--- src/hw/rtl/limit_order_book_matcher_assert.svh ---
// Assertion macros for the order book matcher.
`ifndef LIMIT_ORDER_BOOK_MATCHER_ASSERT_SVH
`define LIMIT_ORDER_BOOK_MATCHER_ASSERT_SVH
`ifndef SYNTH
`define LOBM_ASSERT(lbl, prop) \
  lbl: assert property (@(posedge clk_i) disable iff (!rst_ni) (prop)) \
    else $error("order book assertion failed");
`define LOBM_NEVER(lbl, cond) \
  lbl: assert property (@(posedge clk_i) disable iff (!rst_ni) !(cond)) \
    else $error("order book forbidden condition");
`else
`define LOBM_ASSERT(lbl, prop)
`define LOBM_NEVER(lbl, cond)
`endif
`endif

--- src/hw/rtl/lobm_fifo.sv ---
// Two-entry queue used between the matcher stages.
`default_nettype none
module lobm_fifo #(
  parameter int unsigned WIDTH = 8
) (
  input  wire logic             clk_i,
  input  wire logic             rst_ni,
  input  wire logic             push_i,
  input  wire logic [WIDTH-1:0] data_i,
  input  wire logic             pop_i,
  output logic      [WIDTH-1:0] data_o,
  output logic                  full_o,
  output logic                  empty_o
);
  logic [WIDTH-1:0] mem_q [2];
  logic             wr_ptr_q, rd_ptr_q;
  logic [1:0]       cnt_q;
  logic             do_push, do_pop;

  assign full_o  = (cnt_q == 2'd2);
  assign empty_o = (cnt_q == 2'd0);
  assign data_o  = mem_q[rd_ptr_q];
  assign do_push = push_i && !full_o;
  assign do_pop  = pop_i && !empty_o;

  always_ff @(posedge clk_i or negedge rst_ni) begin
    if (!rst_ni) begin
      wr_ptr_q <= 1'b0;
      rd_ptr_q <= 1'b0;
      cnt_q    <= 2'd0;
    end else begin
      if (do_push) wr_ptr_q <= ~wr_ptr_q;
      if (do_pop)  rd_ptr_q <= ~rd_ptr_q;
      if (do_push && !do_pop)      cnt_q <= cnt_q + 2'd1;
      else if (do_pop && !do_push) cnt_q <= cnt_q - 2'd1;
    end
  end

  always_ff @(posedge clk_i) begin
    if (do_push) mem_q[wr_ptr_q] <= data_i;
  end
endmodule
`default_nettype wire

--- config.mk ---
export PLATFORM = sky130hd
export DESIGN_NAME = lobm_fifo
export DESIGN_NICKNAME = d
export VERILOG_FILES = /design/src/hw/rtl/limit_order_book_matcher_assert.svh /design/src/hw/rtl/lobm_fifo.sv
export SDC_FILE = /design/constraint.sdc
export NUM_CORES = 1
export LEC_CHECK = 0
export BUFFER_PORTS_ARGS = -buffer_cell sky130_fd_sc_hd__buf_2
export CORE_UTILIZATION = 48
export CTS_CLUSTER_SIZE = 24
export DETAILED_ROUTE_END_ITERATION = 7
export MAX_ROUTING_LAYER = met4
export PLACE_DENSITY = 0.74
export SYNTH_ARGS = -nofsm -noshare
export SYNTH_HDL_FRONTEND = slang
export SYNTH_SLANG_ARGS = --single-unit
--- constraint.sdc ---
create_clock -name clk_i -period 2 [get_ports clk_i]
set_input_delay 0.4 -clock clk_i [delete_from_list [all_inputs] [get_ports clk_i]]
set_output_delay 0.4 -clock clk_i [all_outputs]
set_load 0.02 [all_outputs]
# == After elaboration in Yosys (flattened, before gate mapping) ==
# Memories as Yosys holds them, arrays and structs flattened.
# Cells that the tools add are included.
# word_totals
register_bits,4
ram_bits,16
inputBits,12
out_inout_bits,10
elab_cells,23
memories,1
# op_classes
add_sub_neg,2
eq_ne,1
n_mux,4
bitwise,2
reduce_logical,10
# mem_list
memory,depth,word_bits,rd,rd_clocked_by_memory_dff,write_ports,line_no,rtl
mem_q,2,8,1,0,1,lobm_fifo.sv:15,logic [WIDTH-1:0] mem_q [2];
# ops
cell,count
1-bit logical AND,4
1-bit logical NOT,4
2-bit 2-to-1 mux,2
"2-bit by 1-bit adder with 2-bit output, second input constant",1
"2-bit == test, second input constant",1
2-bit logical NOT,1
1-bit 2-to-1 mux,2
1-bit NOT,2
2-bit nonzero test,1
"2-bit by 1-bit subtractor with 2-bit output, second input constant",1

# == Longest topological paths before layout ==
# depth
word_depth,7
ltp_mapped,7
depth_no_buf,7

# == Worst setup path after synthesis ==
# No wires, ideal clock.
# synth_path
kind,reg2reg
from,register cnt_q[0]
to,memory mem_q[0][0] (enable)
setup_ns,0.370
arrival_time_ns,1.022
t_required_ns,1.630
path_slack_ns,0.608
path_stages_with_launch,4
n_path_buf,0
period_less_slack_ns,1.392
path_cell_list,dfrtp_1 > nand2b_1 > nand2_2 > nor2_1
# synth_between
elab_chain_len,5
# synth_lines
element,line_no,rtl
from (decl),lobm_fifo.sv:17,logic [1:0] cnt_q;
from (signal assigned),lobm_fifo.sv:34,if (do_push && !do_pop) cnt_q <= cnt_q + 2'd1;
from (signal assigned),lobm_fifo.sv:35,else if (do_pop && !do_push) cnt_q <= cnt_q - 2'd1;
2-bit == test,lobm_fifo.sv:20,assign full_o = (cnt_q == 2'd2);
1-bit logical NOT,lobm_fifo.sv:23,assign do_push = push_i && !full_o;
1-bit logical AND,lobm_fifo.sv:23,
1-bit 2-to-1 mux,lobm_fifo.sv:40,if (do_push) mem_q[wr_ptr_q] <= data_i;
1-bit 2-to-1 mux (not written as such),lobm_fifo.sv:40,
to (decl),lobm_fifo.sv:15,
# Every way passes these cells.

# == Worst setup path after layout ==
# layout_path
from,register rd_ptr_q
to,output data_o[5]
# layout_between
elab_chain_len,1
# layout_lines
element,line_no,rtl
from (decl),lobm_fifo.sv:16,"logic wr_ptr_q, rd_ptr_q;"
from (signal assigned),lobm_fifo.sv:33,if (do_pop) rd_ptr_q <= ~rd_ptr_q;
memory 2 x 8 bit,n/a,
to (decl),lobm_fifo.sv:11,"output logic [WIDTH-1:0] data_o,"
# Every way passes these cells.

==> run summary <==
* finished, final reports clean — result of the run
* yes — TritonCTS clock tree
* 0.11 ns — CTS clk-pin slew, worst paths
* edfxtp_1 — library cell occupying the most area in the post-synthesis netlist
* 20 — register bit count reported by yosys
* 42.4 um — Die Y-Extent
* 795 um — final HPWL from detailed placement
* 3.84% — simple logic cell fraction of the synthesized area
* 1.60 ns — Worst EP required
* false — setup repair after global routing missed its margin
* 74.1% — Max transition margin
* 16.3% — met1 routing resource usage after global routing
* primary output — nature of the critical path endpoint
* 9 — crit path max fanout
* 470 — vias in the first global route
* 1790 um^2 — Die ar.
* 15 — number of distinct library cell variants in the gate-level netlist after synthesis
* 21 — port bufs
* dfrtp_1 — Critical-path top delay cell
* 2 — clock tree buffer depth
* 17.8 um^2 — Synth Area per Inst
* buf_2 — most common cell after layout, fill and taps aside
* 4 — total iterations of the first detailed-routing run
* 62.8% — fin util
* 0.00984 ns — Setup Skew
* 189 um^2 — multi-input logic area
* 0.640% — post-synthesis compound-gate area fraction
* 0 — Antenna Nets Post-Route
* buf_2 (21), edfxtp_1 (16), mux2_1 (6) — most frequent cells in the layout
* 0 — number of antenna violations at the first check in global routing
* 0 ns — Setup TNS
* 14 — number of rows in the core area
* flop to primary output — Critical Setup Path Class
* 3 — TritonCTS Buffers
* 0.29 ns — clk_lat worst skew
* 12.6 um — per-cell routed wire length
* 444 — Vias
* 740 uV — Worst VDD drop
* 0 — final hold viol count
* met2 — gr busiest metal
* 22 — count of pins on the block boundary
* 0.389 ns — actual transition at the worst max-transition pin
* 581 um^2 — Register Area
* 25.8% — global-route track usage on met2
* 1.43 ns — endpoint arrival time on the critical path
* 0 — cts repair resizes
* 0 — number of failing setup endpoints in the final timing report
* 51.9% — starting density of the core
* 0 — remaining global-route overflow
* 91.5% — final worst-path cycle share
* 1 — number of H-tree levels
* 1.83 ns — minimum clock period
* 11.5% — proportion of synthesized area in mux cells
* 0 — post-route DRC violation count
* 61.4% — Synth top area share
* 1.36 mW — power consumption
* 0.399 nW — leak pwr
* multiplexers — largest family of logic cells by synthesized area
* 0 — max-cap violation count
* 0 — Max Slew Vio Count
* 0.285 ns — hold_ws
* 0 — Synth Warn #
* 5.17% — met3 track demand over resource
* 1900 um — global-route wire length before repair
* 0.616 — weighted congestion reported at the end of routability-driven placement
* 0.546 GHz — Max Clock Freq
* 42.4 um — Die X-Extent
* 12 — largest net degree at the start of global routing
* 5.16 — via/cell ratio
* 1510 um^2 — area of the core
* 1090 um — post-detailed-routing wire length
* 74.2% — sequential area share after synthesis
* 21.0% — area growth from synthesis to final layout
* 3 — Iter 0 DRT Violations
* 126 — filler cell count
* 1440 nW/um^2 — PD cells
* 1.60% — Synth Area in Adders
* 44 — Cells after Synth
* clkbuf_4 — cell at the root of the clock tree
* input port to flop — Hold/Removal Path Class
* flop — launching element type of the critical path
* 20 — Clock Sinks
* 0 — diode insertion count for antenna repair
* edfxtp_1 (61%), dfrtp_1 (13%), mux2_1 (8.6%) — leading cell types by total area after synthesis
* 6.56% — parity-gate share of the synthesized area counting xor and xnor cells
* mux2_2 -> buf_2 — ordered cell list for the critical path
* 84 — # nets final
* 15.2% — GRT Total Usage
* 0.51 ns — minimum setup slack among reg-to-reg paths
* 0.59 ns — stage delay of the slowest cell on the critical path
* 57 — post-synth net total
* 0 — number of setup buffers added after CTS
* 782 um^2 — cell area after synthesis
* 41.4% — share of final-layout standard cells stronger than drive strength 1
## worst paths after layout
| path | from | end | depth (start not counted) |
|---|---|---|---|
| setup / recovery | rd_ptr_q | data_o[5] | 2 |
| hold / removal | data_i[5] | mem_q[0][5] | 1 |
| setup reg to reg | cnt_q[0] | cnt_q[1] | 7 |
| hold reg to reg | wr_ptr_q | wr_ptr_q | 1 |
| max in group asynchronous | rst_ni | rd_ptr_q | 2 |
| min in group asynchronous | rst_ni | wr_ptr_q | 2 |
## layout make-up
| class | count | share of cell area [%] |
|---|---|---|
| Inverter | 2 | 0.794 |
| Clock buffer | 4 | 2.78 |
| Multi-Input combinational cell | 21 | 20.0 |
| Timing Repair Buffer | 23 | 13.0 |
| Sequential cell | 20 | 61.4 |
| Tap cell | 16 | 2.12 |
## per-layer routing
layer  share of wire, %  up-vias
met5                  0        -
met4                  0        0
met3                4.9        0
met2                 51       16
met1                 44      216
li1                   -      212
## flip-flops by register name, summed over array words and instances (netlist names)
name      flops
cnt_q         2
wr_ptr_q      1
mem_q        16
rd_ptr_q      1
## timing repair
action | in CTS | in global routing
endpoints found under the setup margin | 0 | 0
hold buffers | 1 | 0
endpoints found under the hold margin | 4 | 0
## report_power, final
group | internal [mW] | switching, mW
registers | 0.582 | 0.0896
clock network | 0.0775 | 0.113
logic | 0.224 | 0.276
total | 0.883 | 0.479
## critical path, delay by kind of cell, from the launching register on
family / cells / cell delay [ns]
DFF: 1 / 0.59
muxes: 1 / 0.39
buffers and inverters: 1 / 0.16
## Yosys cell counts, drive strengths merged
cell and instances:
inv 2, ha 1, mux2 8, and3 1, o21ai 1, nor2 3
edfxtp 16, dfrtp 4, buf 1, xor2 2, nand2b 1, nand2 1
xnor2 3
## cells by family (layout without fill, tap and decap cells)
| family | count (synthesis) | count (layout) |
|---|---|---|
| xor gates and xnor gates | 5 | 5 |
| adders and majority gates | 1 | 1 |
| and+or+nand+nor | 6 | 6 |
| AOI/OAI and AO/OA | 1 | 1 |
| DFF | 20 | 20 |
| buffers and inverters | 3 | 29 |
| muxes | 8 | 8 |
## per-stage QoR
| step | setup WS, ns | cells | instance area [um^2] |
|---|---|---|---|
| 3_5_place_dp | 0.486 | 81 | 910 |
| 4_1_cts | 0.153 | 86 | 946 |
| 3_3_place_gp | 0.525 | 81 | 910 |
| 6_report | 0.170 | 86 | 946 |
| 2_1_floorplan | 0.608 | 44 | 782 |
| 5_1_grt | 0.111 | 86 | 946 |
(Power assumes the default switching activity.)
