$ cat src/hw/rtl/limit_order_book_matcher_assert.svh
// Assertion macros for the order book matcher.
`ifndef LIMIT_ORDER_BOOK_MATCHER_ASSERT_SVH
`define LIMIT_ORDER_BOOK_MATCHER_ASSERT_SVH
`ifndef SYNTH
`define LOBM_ASSERT(lbl, prop) \
  lbl: assert property (@(posedge clk_i) disable iff (!rst_ni) (prop)) \
    else $error("order book assertion failed");
`define LOBM_NEVER(lbl, cond) \
  lbl: assert property (@(posedge clk_i) disable iff (!rst_ni) !(cond)) \
    else $error("order book forbidden condition");
`else
`define LOBM_ASSERT(lbl, prop)
`define LOBM_NEVER(lbl, cond)
`endif
`endif

$ cat src/hw/rtl/lobm_pkg.sv
// Shared types and constants of the order book matcher.
`default_nettype none
package lobm_pkg;
  localparam int unsigned DEF_PRICE_LEVELS     = 256;
  localparam int unsigned DEF_ORDERS_PER_LEVEL = 16;
  localparam int unsigned DEF_QTY_BITS         = 20;
  localparam int unsigned PRICE_W   = 8;
  localparam int unsigned IN_QTY_W  = 20;
  localparam int unsigned OUT_QTY_W = 20;

  localparam logic SIDE_BID      = 1'b0;
  localparam logic SIDE_ASK      = 1'b1;
  localparam logic ORDER_SELL    = 1'b1;
  localparam logic KIND_MARKET   = 1'b1;
  localparam logic STATUS_OK     = 1'b0;
  localparam logic STATUS_REJECT = 1'b1;

  typedef struct packed {
    logic                sell;
    logic                market;
    logic [PRICE_W-1:0]  price;
    logic [IN_QTY_W-1:0] qty;
    logic                is_zero;
  } cmd_t;

  typedef struct packed {
    logic [OUT_QTY_W-1:0] filled;
    logic [OUT_QTY_W-1:0] rested;
    logic [OUT_QTY_W-1:0] dropped;
    logic                 status;
  } res_t;
endpackage
`default_nettype wire

$ cat src/hw/rtl/lobm_fifo.sv
// Two-entry queue used between the matcher stages.
`default_nettype none
module lobm_fifo #(
  parameter int unsigned WIDTH = 8
) (
  input  wire logic             clk_i,
  input  wire logic             rst_ni,
  input  wire logic             push_i,
  input  wire logic [WIDTH-1:0] data_i,
  input  wire logic             pop_i,
  output logic      [WIDTH-1:0] data_o,
  output logic                  full_o,
  output logic                  empty_o
);
  logic [WIDTH-1:0] mem_q [2];
  logic             wr_ptr_q, rd_ptr_q;
  logic [1:0]       cnt_q;
  logic             do_push, do_pop;

  assign full_o  = (cnt_q == 2'd2);
  assign empty_o = (cnt_q == 2'd0);
  assign data_o  = mem_q[rd_ptr_q];
  assign do_push = push_i && !full_o;
  assign do_pop  = pop_i && !empty_o;

  always_ff @(posedge clk_i or negedge rst_ni) begin
    if (!rst_ni) begin
      wr_ptr_q <= 1'b0;
      rd_ptr_q <= 1'b0;
      cnt_q    <= 2'd0;
    end else begin
      if (do_push) wr_ptr_q <= ~wr_ptr_q;
      if (do_pop)  rd_ptr_q <= ~rd_ptr_q;
      if (do_push && !do_pop)      cnt_q <= cnt_q + 2'd1;
      else if (do_pop && !do_push) cnt_q <= cnt_q - 2'd1;
    end
  end

  always_ff @(posedge clk_i) begin
    if (do_push) mem_q[wr_ptr_q] <= data_i;
  end
endmodule
`default_nettype wire

$ cat src/hw/rtl/lobm_front.sv
// Order intake: classifies each order and queues it for the engine.
`default_nettype none
module lobm_front import lobm_pkg::*; #(
  parameter int unsigned QTY_BITS = DEF_QTY_BITS
) (
  input  wire logic                clk_i,
  input  wire logic                rst_ni,
  input  wire logic                push_i,
  input  wire logic                side_i,
  input  wire logic                order_kind_i,
  input  wire logic [PRICE_W-1:0]  price_i,
  input  wire logic [IN_QTY_W-1:0] quantity_i,
  input  wire logic                block_i,
  output logic                     full_o,
  output cmd_t                     cmd_o,
  output logic                     cmd_valid_o,
  input  wire logic                cmd_pop_i
);
  cmd_t              cmd_in;
  logic [QTY_BITS-1:0] qty_used;
  logic              q_full, q_empty;
  logic [$bits(cmd_t)-1:0] q_out;

  // Only the low QTY_BITS bits of the quantity count.
  assign qty_used        = QTY_BITS'(quantity_i);
  assign cmd_in.sell     = side_i;
  assign cmd_in.market   = order_kind_i;
  assign cmd_in.price    = price_i;
  assign cmd_in.qty      = quantity_i;
  assign cmd_in.is_zero  = (qty_used == '0);

  assign full_o      = q_full || block_i;
  assign cmd_valid_o = !q_empty;
  assign cmd_o       = cmd_t'(q_out);

  lobm_fifo #(.WIDTH($bits(cmd_t))) u_cmd_q (
    .clk_i   (clk_i),
    .rst_ni  (rst_ni),
    .push_i  (push_i && !full_o),
    .data_i  (cmd_in),
    .pop_i   (cmd_pop_i),
    .data_o  (q_out),
    .full_o  (q_full),
    .empty_o (q_empty)
  );
endmodule
`default_nettype wire

$ cat config.mk
export PLATFORM = sky130hd
export DESIGN_NAME = lobm_front
export DESIGN_NICKNAME = d
export VERILOG_FILES = /design/src/hw/rtl/limit_order_book_matcher_assert.svh /design/src/hw/rtl/lobm_pkg.sv /design/src/hw/rtl/lobm_fifo.sv /design/src/hw/rtl/lobm_front.sv
export SDC_FILE = /design/constraint.sdc
export NUM_CORES = 1
export LEC_CHECK = 0
export BUFFER_PORTS_ARGS = -buffer_cell sky130_fd_sc_hd__buf_2
export CORE_ASPECT_RATIO = 0.8
export CORE_MARGIN = 5
export CORE_UTILIZATION = 47
export CTS_CLUSTER_DIAMETER = 50
export CTS_CLUSTER_SIZE = 10
export DETAILED_ROUTE_END_ITERATION = 7
export PLACE_DENSITY = 0.8
export RECOVER_POWER = 100
export SETUP_SLACK_MARGIN = 0.1
export SLEW_MARGIN = 20
export SYNTH_ARGS = -nofsm -noshare
export SYNTH_HDL_FRONTEND = slang
export SYNTH_HIERARCHICAL = 1
export SYNTH_SLANG_ARGS = --single-unit
$ cat constraint.sdc
create_clock -name clk_i -period 2.7 [get_ports clk_i]
set_input_delay 0.27 -clock clk_i [delete_from_list [all_inputs] [get_ports clk_i]]
set_output_delay 0.27 -clock clk_i [all_outputs]
set_load 0.01 [all_outputs]
# [Yosys cells after proc, flatten, opt, wreduce, memory -nomap -nowiden]
# Memory sizes are Yosys's and may differ from the RTL's.
# Cells that the tools add are included.
# Widths: inputs -> output; s select.
[totals] word_cells=27 regBits=4 memories=1 output_inout_bits=33 inputBits=35 latchBits=0 ram_bits=62 mem_bits_ro=0
[classes] n_addsub=2 bitwise_logic=2 n_lt_le_gt_ge=0 n_div=0 reduce_logical=14 n_shift=0 eq_ne=1 mux=4 n_mul=0
[memory_table] memory="u_cmd_q.mem_q" words=2 word_bits=31 read_ports=1 rd_ports_with_merged_regs=0 write_ports=1 line_no="lobm_fifo.sv:15" text="logic [WIDTH-1:0] mem_q [2];"
[op_table] operator="$logic_not 20->1" count=1
[op_table] operator="$logic_and 1x1->1" count=5
[op_table] operator="$logic_not 1->1" count=5
[op_table] operator="$mux 2" count=2
[op_table] operator="$add 2x1->2 const B" count=1
[op_table] operator="$eq 2x2->1 const B" count=1
[op_table] operator="$logic_not 2->1" count=1
[op_table] operator="$mux 1" count=2
[op_table] operator="$not 1->1" count=2
[op_table] operator="$reduce_bool 2->1" count=1
[op_table] operator="$sub 2x1->2 const B" count=1
[op_table] operator="$logic_or 1x1->1" count=1

# [Depth between registers and ports, before layout]
# Gate-level depths: netlist (run 1).
[logic_depth] word_depth=9 mapped_depth=10 mapped_depth_nobuf=10

# [Hierarchy]
# The synthesis (run 1) kept the hierarchy.
[modules_own_cells] mod="lobm_fifo" instances=1 cells_per_inst=116 seq_area_each_um2=1961.9 area_per_inst_um2=2587.5
[modules_own_cells] mod="lobm_front" instances=1 cells_per_inst=12 seq_area_each_um2=0.0 area_per_inst_um2=61.3

# [Least setup slack after synthesis (run 1)]
# OpenSTA, ideal clock, no wires.
[synth_path] path_kind="reg2reg" startpoint="register u_cmd_q.cnt_q[0]" endpoint="memory u_cmd_q/mem_q[0][0] (netlist name) (enable)" t_arrival_ps=2414 stages_incl_launch_ff=7 setup_slack_ps=-133 period_less_slack_ps=2833 n_path_buf=0 required_time_ps=2281 cell_sequence="dfrtp_1 > nand2b_1 > inv_1 > or2_2 > nor2_1 > nand2_1 > nor2_1"
[synth_via] elab_chain_len=7 word_cells_on_any_way=8 classes_between="eq/ne (1); mux (2); reduce/logical (5)"
[synth_lines] element="from (decl)" line_no="lobm_fifo.sv:17" text="logic [1:0] cnt_q;"
[synth_lines] element="from (signal assigned)" line_no="lobm_fifo.sv:34" text="if (do_push && !do_pop) cnt_q <= cnt_q + 2'd1;"
[synth_lines] element="from (signal assigned)" line_no="lobm_fifo.sv:35" text="else if (do_pop && !do_push) cnt_q <= cnt_q - 2'd1;"
[synth_lines] element="$eq 2x2->1" line_no="lobm_fifo.sv:20" text="assign full_o = (cnt_q == 2'd2);"
[synth_lines] element="via q_full" line_no="lobm_front.sv:21" text="logic q_full, q_empty;"
[synth_lines] element="$logic_or 1x1->1" line_no="lobm_front.sv:32" text="assign full_o = q_full || block_i;"
[synth_lines] element="via full_o" line_no="lobm_front.sv:14" text="output logic full_o,"
[synth_lines] element="$logic_not 1->1" line_no="lobm_front.sv:39" text=".push_i (push_i && !full_o),"
[synth_lines] element="$logic_and 1x1->1" line_no="lobm_front.sv:39"
[synth_lines] element="$logic_and 1x1->1" line_no="lobm_fifo.sv:23" text="assign do_push = push_i && !full_o;"
[synth_lines] element="$mux 1" line_no="lobm_fifo.sv:40" text="if (do_push) mem_q[wr_ptr_q] <= data_i;"
[synth_lines] element="$mux 1 (not written as such)" line_no="lobm_fifo.sv:40"
[synth_lines] element="to (decl)" line_no="lobm_fifo.sv:15"
# The timed path passes the listed nets, and every way through them passes these cells.

==> results.cfg, run 1 <==
[floorplanning]
coreArea_sq_um = 5470
ios = 68
rows = 24
dieArea_sq_um = 7250
die-width_microns = 93.9
dieHeight_microns = 77.1
initial_core_util = 0.485

[cells_and_area]
multi_input_area_sq_um = 507
regArea_sq_um = 1960
final_nets = 244
area_growth_pct = 17.2
diodes = 0
fillers = 486
drive_gt1_frac = 0.282

[place]
place_congestion = 0.755
portBuffers = 67
dp_hpwl_mm = 3.18

[sta]
final_hold_viol_count = 0
rsz0062_at_grt = no
final-max-slew-violation-count = 0
tightest_slew_ns = 0.720
post-route-period-util = 0.811
clock_skew_ns = 0.00537
finalCriticalPeriod_ns = 2.19
slew_headroom = 0.520
setup_viol = 0
max_freq_mhz = 457
fin_tns_setup_ns = 0

[worst_setup_path]
crit_chain = clkbuf_1 -> mux2_1 -> buf_2
crit_required_ns = 2.43
critPathLaunchType = flop
crit_slowest_cell = dfrtp_2
critPathArrivalTime_ns = 1.92
reg2reg_slack_ns = 0.53
crit_fanout = 17
critPathMaxStageDelay_ns = 0.61
r2r_end = u_cmd_q/mem_q[1][25]
critPathLaunch = u_cmd_q/rd_ptr_q
crit_type = flop to output pin
cp-end-kind = output pin
crit_end = cmd_o[11]
worstRegToRegCells = 6
reg2reg_from = u_cmd_q/cnt_q[0]

[synthesis]
synth_seq_cells = 66
synth.area.top_cells = edfxtp_1 70%, mux2_4 16%, dfrtp_1 3.8%, buf_12 2.3%, nor4_1 1.2%
synth.avg_cell_area_sq_um = 20.7
ys_warn_count = 6
synthCells = 128
synth_area_leader_cell = edfxtp_1
ys_types = 18
yosysSeqAreaShare = 0.741
synth_top_area_frac = 0.703
syn_nets = 164
netlist_area_sq_um = 2650

[detailed_routing]
detail_route.iter0.violations = 72
postRouteAntennaNets = 0
vias = 1345
drc = 0
firstDrtPassIters = 4
wl_mm = 4.46
wl_per_cell_microns = 15.3
via_per_inst = 4.62

[power_and_ir_drop]
powerDensity_nw_per_um2 = 941
p_leak_nw = 1.11
p_switching_uw = 868
power_frac_comb = 0.253
p_int_mw = 2.05
p_sw_frac = 0.297
power_mw = 2.92
pwr-share-seq = 0.476
ir_drop_mv = 0.488
p_clk_frac = 0.271

[global_routing]
grt_usage = 0.131
grt_max_degree = 32
grt_overflow_total = 0
grt_pass1_wl_mm = 6.99
grt_pass1_vias = 1405
antenna_found_initial = 0

[job]
maxCapViolCount = 0

[clocking]
clkSinkCount = 66
post-cts-setup-buffers = 0
cts_made_buffers = 9
clkLatencyLatePin_ns = 0.34
holdBufCountCts = 1
cts_tree = yes
cts_root_buf = clkbuf_8
clk_pin_slew_ns = 0.07
cts_resized = 0
clk_path_buf_depth = 2
htree_levels = 3

[hold_path]
min_delay_path_depth = 1
worstHoldPathType = primary input to flop

[run_status]
outcome = finished clean
==> cell usage after synthesis <==
master / instances
xnor2_1: 3
and3_1: 1
inv_1: 4
ha_1: 1
nor2_1: 5
buf_12: 3
buf_6: 1
nand3_1: 1
nand2_1: 2
xor2_1: 2
or2_2: 1
o21ai_1: 1
mux2_2: 2
nand2b_1: 1
mux2_4: 29
nor4_1: 5
dfrtp_1: 4
edfxtp_1: 62
==> layout by cell type, fill, tap and decap left out <==
cell | netlist | final
nand2b_1 | 1 | 1
xor2_1 | 2 | 2
clkinvlp_4 | 0 | 1
nor4_1 | 5 | 5
bufinv_16 | 0 | 1
clkbuf_8 | 0 | 9
nand2_1 | 2 | 2
buf_4 | 0 | 1
ha_1 | 1 | 1
or2_2 | 1 | 1
dfrtp_2 | 0 | 1
mux2_2 | 2 | 2
nor2_1 | 5 | 4
and3_1 | 1 | 1
buf_2 | 0 | 35
o21ai_1 | 1 | 1
edfxtp_1 | 62 | 62
inv_1 | 4 | 4
clkinv_2 | 0 | 3
xnor2_1 | 3 | 3
clkbuf_1 | 0 | 35
clkbuf_2 | 0 | 1
mux2_4 | 29 | 2
mux2_1 | 0 | 27
nand3_1 | 1 | 1
dfrtp_1 | 4 | 3
dlygate4sd3_1 | 0 | 1
nor2_4 | 0 | 1
clkinv_4 | 0 | 2
==> state kept, by name, summed over array words and instances (netlist names) <==
signal / cells
u_cmd_q/rd_ptr_q: 1
u_cmd_q/mem_q: 62
u_cmd_q/cnt_q: 2
u_cmd_q/wr_ptr_q: 1
==> power groups by stage <==
stage          clock network, mW  registers [mW]  logic [mW]
2_1_floorplan                  0            1.35       0.786
3_3_place_gp                   0            1.42       0.922
3_5_place_dp                   0            1.43       0.929
4_1_cts                    0.816            1.41       0.938
5_1_grt                    0.863            1.41       0.808
6_report                   0.792            1.39       0.740
==> worst min-delay path by stage <==
| stage | endpoint | startpoint |
|---|---|---|
| after floorplan | u_cmd_q/cnt_q[0] | rst_ni |
| after global placement | u_cmd_q/cnt_q[0] | rst_ni |
| after detailed placement | u_cmd_q/cnt_q[0] | rst_ni |
| after CTS | u_cmd_q/mem_q[0][26] | price_i[5] |
| final | u_cmd_q/mem_q[0][26] | price_i[5] |
| after global routing | u_cmd_q/mem_q[0][26] | price_i[5] |
==> critical path, delay by kind of cell (launching register included) <==
| kind | cells | cell delay, ns |
|---|---|---|
| buf+inv | 2 | 0.58 |
| flops | 1 | 0.61 |
| mux | 1 | 0.38 |
==> per-layer routing <==
layer | routed length (microns) | up-vias | track usage
li1 | - | 650 | -
met1 | 2070 | 630 | 0.175
met2 | 1930 | 60 | 0.181
met3 | 431 | 5 | 0.0724
met4 | 27 | 0 | 0.0433
met5 | 0 | - | 0
==> metrics by stage <==
stage	worst slack, ns	cell area, sq um	hold slack, ns	instances	utilization
after detailed placement	0.672	3060	0.0850	274	0.559
after global routing	0.345	3110	0.105	291	0.568
after global placement	0.781	3060	0.0823	274	0.559
after CTS	0.607	3260	0.0972	291	0.597
after floorplan	0.375	2650	-0.0256	128	-
final	0.511	3110	0.119	291	0.568
==> cell families after synthesis <==
| kind of cell | share of synthesized area |
|---|---|
| DFF | 0.741 |
| xor gates and xnor gates | 0.0165 |
| buffers and inverters | 0.0326 |
| adders and majority gates | 0.00472 |
| and+or+nand+nor | 0.0307 |
| muxes | 0.173 |
| AOI/OAI and AO/OA | 0.00189 |
==> layout make-up <==
type                       count  area share
clock buffer                   9      0.0399
clock inverter                 7      0.0226
inverter                       4     0.00483
multi-input combinational     54       0.163
sequential                    66       0.632
tap                           78      0.0314
timing repair buffer          73       0.106
(Power assumes the default switching activity.)
==> inputs of run 2 (changes only) <==
Settings changed: CORE_UTILIZATION 47 to 52, PLACE_DENSITY 0.8 to 0.84.
Clock period 2.7 ns to 2.1 ns, I/O delays scaled along.
==> run 2 against run 1 <==
  * Power rose by 24%
  * Die area fell by 8.5%
  * Cell count fell by 5.5%
  * Sequential share of layout area fell by 0.076 points
  * Largest power group unchanged
  * Routed wire length fell by 2.4%
  * Register-to-register slack got worse by 0.33 ns
  * Non-clock buffer count did not move
  * Clock skew rose by 0.0042 ns
  * Global-route usage rose by 0.62 points
  * Combinational power rose by 43%
  * First-iteration DRC count rose by 1.4%
  * Core utilization rose by 5.6 points
==> results.cfg, run 2 (synthesis gave the netlist of run 1 again) <==
[run_status]
outcome = finished clean

[cells_and_area]
fin_cells = 275
final_area_sq_um = 3110
final_nets = 244
area_growth_pct = 17.4
top_regs = u_cmd_q/mem_q x62, u_cmd_q/cnt_q x2
largest_reg_flops = 62
drive_gt1_frac = 0.286
diodes = 0
mostFrequentLayoutCells = 62 x edfxtp_1, 34 x clkbuf_1, 34 x buf_2
top_register = u_cmd_q/mem_q
final_common_cell = edfxtp_1

[floorplanning]
dieHeight_microns = 73.8
ios = 68
die-width_microns = 89.8
rows = 23
coreArea_sq_um = 4980
initial_core_util = 0.532
dieArea_sq_um = 6630

[hold_path]
hold_start = price_i[3]
worstHoldPathType = primary input to flop

[detailed_routing]
wl_per_cell_microns = 15.8
detail_route.iter0.violations = 73
vias = 1346
postRouteAntennaNets = 0
via_per_inst = 4.89
wl_mm = 4.36
drc = 0
firstDrtPassIters = 4

[worst_setup_path]
critPathArrivalTime_ns = 2.11
reg2reg_from = u_cmd_q/cnt_q[0]
critPathLaunchType = flop
cp-end-kind = flop
crit_required_ns = 2.31
crit_type = flop to flop
critPathLaunch = u_cmd_q/cnt_q[0]
crit_fanout = 5

[clocking]
cts_tree = yes
htree_levels = 3
cts_root_buf = clkbuf_8
clk_pin_slew_ns = 0.06
clkSinkCount = 66
clk_path_buf_depth = 2
cts_made_buffers = 9
clkLatencyLatePin_ns = 0.33

[place]
place_ws_ns = 0.167
dp_hpwl_mm = 3.18
dpl.cell_count = 257
placed_area_sq_um = 3070
portBuffers = 67
place_congestion = 0.713

[global_routing]
grt_pass1_wl_mm = 6.69
grt_max_degree = 25
grt_pass1_vias = 1375
antenna_found_initial = 0
grt_overflow_total = 0
grt_usage = 0.137

[sta]
clock_skew_ns = 0.00959
setup_viol = 0
post-route-worst-setup-slack_ns = 0.204
post-route-period-util = 0.903
fin_tns_setup_ns = 0
final-max-slew-violation-count = 0
slew_headroom = 0.803
tightest_slew_ns = 0.293
final_hold_viol_count = 0
rsz0062_at_grt = no
max_freq_mhz = 527
finalCriticalPeriod_ns = 1.90

[power_and_ir_drop]
p_leak_nw = 1.12
ir_drop_mv = 0.661
powerDensity_nw_per_um2 = 1170

[job]
maxCapViolCount = 0
-- run 2: changes by cell type in the layout (fill, tap and decap cells not counted), moves of 2 or more --
| cell | previous run | this run |
|---|---|---|
| clkinv_1 | 0 | 5 |
| buf_12 | 0 | 3 |
| mux2_1 | 27 | 24 |
| mux2_4 | 2 | 5 |
| clkinv_2 | 3 | 1 |
| clkinv_4 | 2 | 0 |
-- run 2: repair_timing --
item                                   4_1_cts  5_1_grt
gates resized for setup                      0        4
hold buffers                                 1        0
setup endpoints to repair                    0       25
endpoints found under the hold margin        4        0
setup buffers                                0        1
-- run 2: final cells by class --
type,count,area (sq um)
tap,62,77.6
multi-input combinational,54,526
timing repair buffer,73,377
sequential,66,1960
clock inverter,6,23.8
clock buffer,10,128
inverter,4,15.0
fill,408,1870
-- run 2: metal layers --
metal / vias up / track usage / wire [microns]
met4: 0 / 0.0453 / 24
met3: 5 / 0.0686 / 387
met5: - / 0 / 0
met1: 632 / 0.156 / 1790
met2: 62 / 0.229 / 2160
li1: 647 / - / -
-- run 2: report_power, final --
| part | internal (mW) | switching, mW | total, mW |
|---|---|---|---|
| combinational | 0.521 | 0.539 | 1.06 |
| clock | 0.405 | 0.404 | 0.809 |
| sequential | 1.66 | 0.109 | 1.77 |
-- run 2: worst max-delay path: stages, from the launching register on --
cell	delay, ns
dfrtp_1	0.41
nand2b_1	0.17
inv_1	0.04
or2_2	0.29
nor2_2	0.12
nand2_1	0.14
inv_1	0.09
ha_1	0.16
xor2_1	0.15
nor2_1	0.07
xor2_1	0.14
-- run 2: through the flow --
step                      hold slack [ns]  utilization  power [mW]
after floorplan                   -0.0856            -        2.76
after detailed placement           0.0237        0.616        3.07
final                              0.0775        0.625        3.63
after CTS                          0.0616        0.649        3.88
after global placement             0.0206        0.616        3.04
after global routing               0.0529        0.625        3.83
-- run 2: path summary, 6_finish.rpt --
kind	end	slack, ns	cells after the start
worst max-delay path	u_cmd_q/cnt_q[1]	0.20	10
worst max register to register	u_cmd_q/cnt_q[1]	0.20	10
worst min register to register	u_cmd_q/cnt_q[1]	0.53	1
worst min-delay path	u_cmd_q/mem_q[0][24]	0.08	1
max in group asynchronous	u_cmd_q/rd_ptr_q	1.64	2
min in group asynchronous	u_cmd_q/cnt_q[0]	0.25	2
==> inputs of run 3 (changes only) <==
Settings changed: RECOVER_POWER 100 to 25.
==> run 3 against run 2 <==
  * Worst hold slack worse by 0.0023 ns
  * Flip-flop and latch count unchanged
  * Cell area rose by 3.9%
  * Die area stayed put
  * Register-to-register slack better by 0.04 ns
  * Sequential power is essentially flat
  * Global-route usage did not move
  * Maximum frequency increased by 2.1%
  * Sequential share of layout area down 2.4 points
  * First-iteration DRC count is 16% higher
==> results.cfg, run 3 (synthesis gave the netlist of run 1 again) <==
[run_status]
outcome = finished clean

[sta]
max_freq_mhz = 539
tightest_slew_ns = 0.312
final_hold_viol_count = 0
setup_viol = 0
rsz0062_at_grt = no
clock_skew_ns = 0.00842
finalCriticalPeriod_ns = 1.86
final-max-slew-violation-count = 0
fin_tns_setup_ns = 0
post-route-worst-setup-slack_ns = 0.243
slew_headroom = 0.790
post-route-period-util = 0.884
worst_hold_slack_ns = 0.0752

[worst_setup_path]
crit_required_ns = 2.31
crit_slowest_cell = dfrtp_1
crit_fanout = 5
critPathMaxStageDelay_ns = 0.42
cp_num_buf_inv = 2
crit_type = flop to flop
critPathArrivalTime_ns = 2.06
crit_chain = nand2b_4 -> inv_1 -> or2_2 -> nor2_2 -> nand2_2 -> inv_1 -> ha_1 -> xor2_1 -> nor2_1 -> xor2_1
path_delay_family = simple AND/OR/NAND/NOR gates
critPathLaunchType = flop
cp-end-kind = flop

[cells_and_area]
top_regs = u_cmd_q/mem_q x62, u_cmd_q/cnt_q x2
finish.utilization = 0.649
top_register = u_cmd_q/mem_q
mostFrequentLayoutCells = 62 x edfxtp_1, 50 x buf_2, 29 x mux2_4
final_area_sq_um = 3230
final_nets = 244
largest_reg_flops = 62
drive_gt1_frac = 0.484
fillers = 368
diodes = 0
fin_cells = 275
final_common_cell = edfxtp_1
area_growth_pct = 22.0

[place]
placed_area_sq_um = 3070
place_congestion = 0.713
place_ws_ns = 0.167
portBuffers = 67
dp_hpwl_mm = 3.18
dpl.cell_count = 257

[global_routing]
antenna_found_initial = 0
grt_usage = 0.137
grt_pass1_vias = 1375
grt_overflow_total = 0
grt_max_degree = 25
grt_pass1_wl_mm = 6.69

[floorplanning]
die-width_microns = 89.8
coreArea_sq_um = 4980
ios = 68
initial_core_util = 0.532
dieArea_sq_um = 6630
rows = 23
dieHeight_microns = 73.8

[clocking]
cts_tree = yes
clkLatencyLatePin_ns = 0.33
clk_pin_slew_ns = 0.06
clk_path_buf_depth = 2
htree_levels = 3
cts_root_buf = clkbuf_8
cts_made_buffers = 9
clkSinkCount = 66

[detailed_routing]
vias = 1350
wl_per_cell_microns = 15.8
wl_mm = 4.34
detail_route.iter0.violations = 85
via_per_inst = 4.91
drc = 0
postRouteAntennaNets = 0
firstDrtPassIters = 4

[hold_path]
worstHoldPathType = primary input to flop

[power_and_ir_drop]
ir_drop_mv = 0.708
powerDensity_nw_per_um2 = 1200
power_mw = 3.87
p_leak_nw = 1.27

[job]
maxCapViolCount = 0
[run 3: power by group]
| part | leakage (nW) | switching [mW] | internal (mW) |
|---|---|---|---|
| Sequential | 0.611 | 0.130 | 1.66 |
| Clock | 0.0776 | 0.406 | 0.405 |
| Combinational | 0.582 | 0.565 | 0.709 |
| Total | 1.27 | 1.10 | 2.77 |
[run 3: final timing paths]
path | from | endpoint | slack [ns] | depth (start not counted)
worst max-delay path | u_cmd_q/cnt_q[0] | u_cmd_q/cnt_q[1] | 0.24 | 10
worst min-delay path | price_i[3] | u_cmd_q/mem_q[0][24] | 0.08 | 1
worst max register to register | u_cmd_q/cnt_q[0] | u_cmd_q/cnt_q[1] | 0.24 | 10
worst min register to register | u_cmd_q/cnt_q[0] | u_cmd_q/cnt_q[0] | 0.55 | 1
max in group asynchronous | rst_ni | u_cmd_q/rd_ptr_q | 1.73 | 2
min in group asynchronous | rst_ni | u_cmd_q/cnt_q[0] | 0.23 | 2
[run 3: area by class of cell]
cell class | instances | area (sq um) | share of cell area
well taps | 62 | 77.6 | 0.0240
multi-input cells | 54 | 626 | 0.194
inverters | 4 | 15.0 | 0.00465
clock buffers | 10 | 128 | 0.0395
flip-flops and latches | 66 | 1960 | 0.607
repair buffers | 73 | 399 | 0.123
clock inverters | 6 | 23.8 | 0.00736
[run 3: timing repair]
action	CTS	global route
endpoints found under the hold margin	4	0
hold buffers	1	0
gates resized for setup	0	4
endpoints found under the setup margin	0	25
buffers inserted	0	1
[run 3: layer usage]
metal,GRT usage,vias to the layer above,routed length [microns]
li1,-,651,-
met1,0.156,633,1770
met2,0.229,60,2160
met3,0.0686,6,367
met4,0.0453,0,38
met5,0,-,0
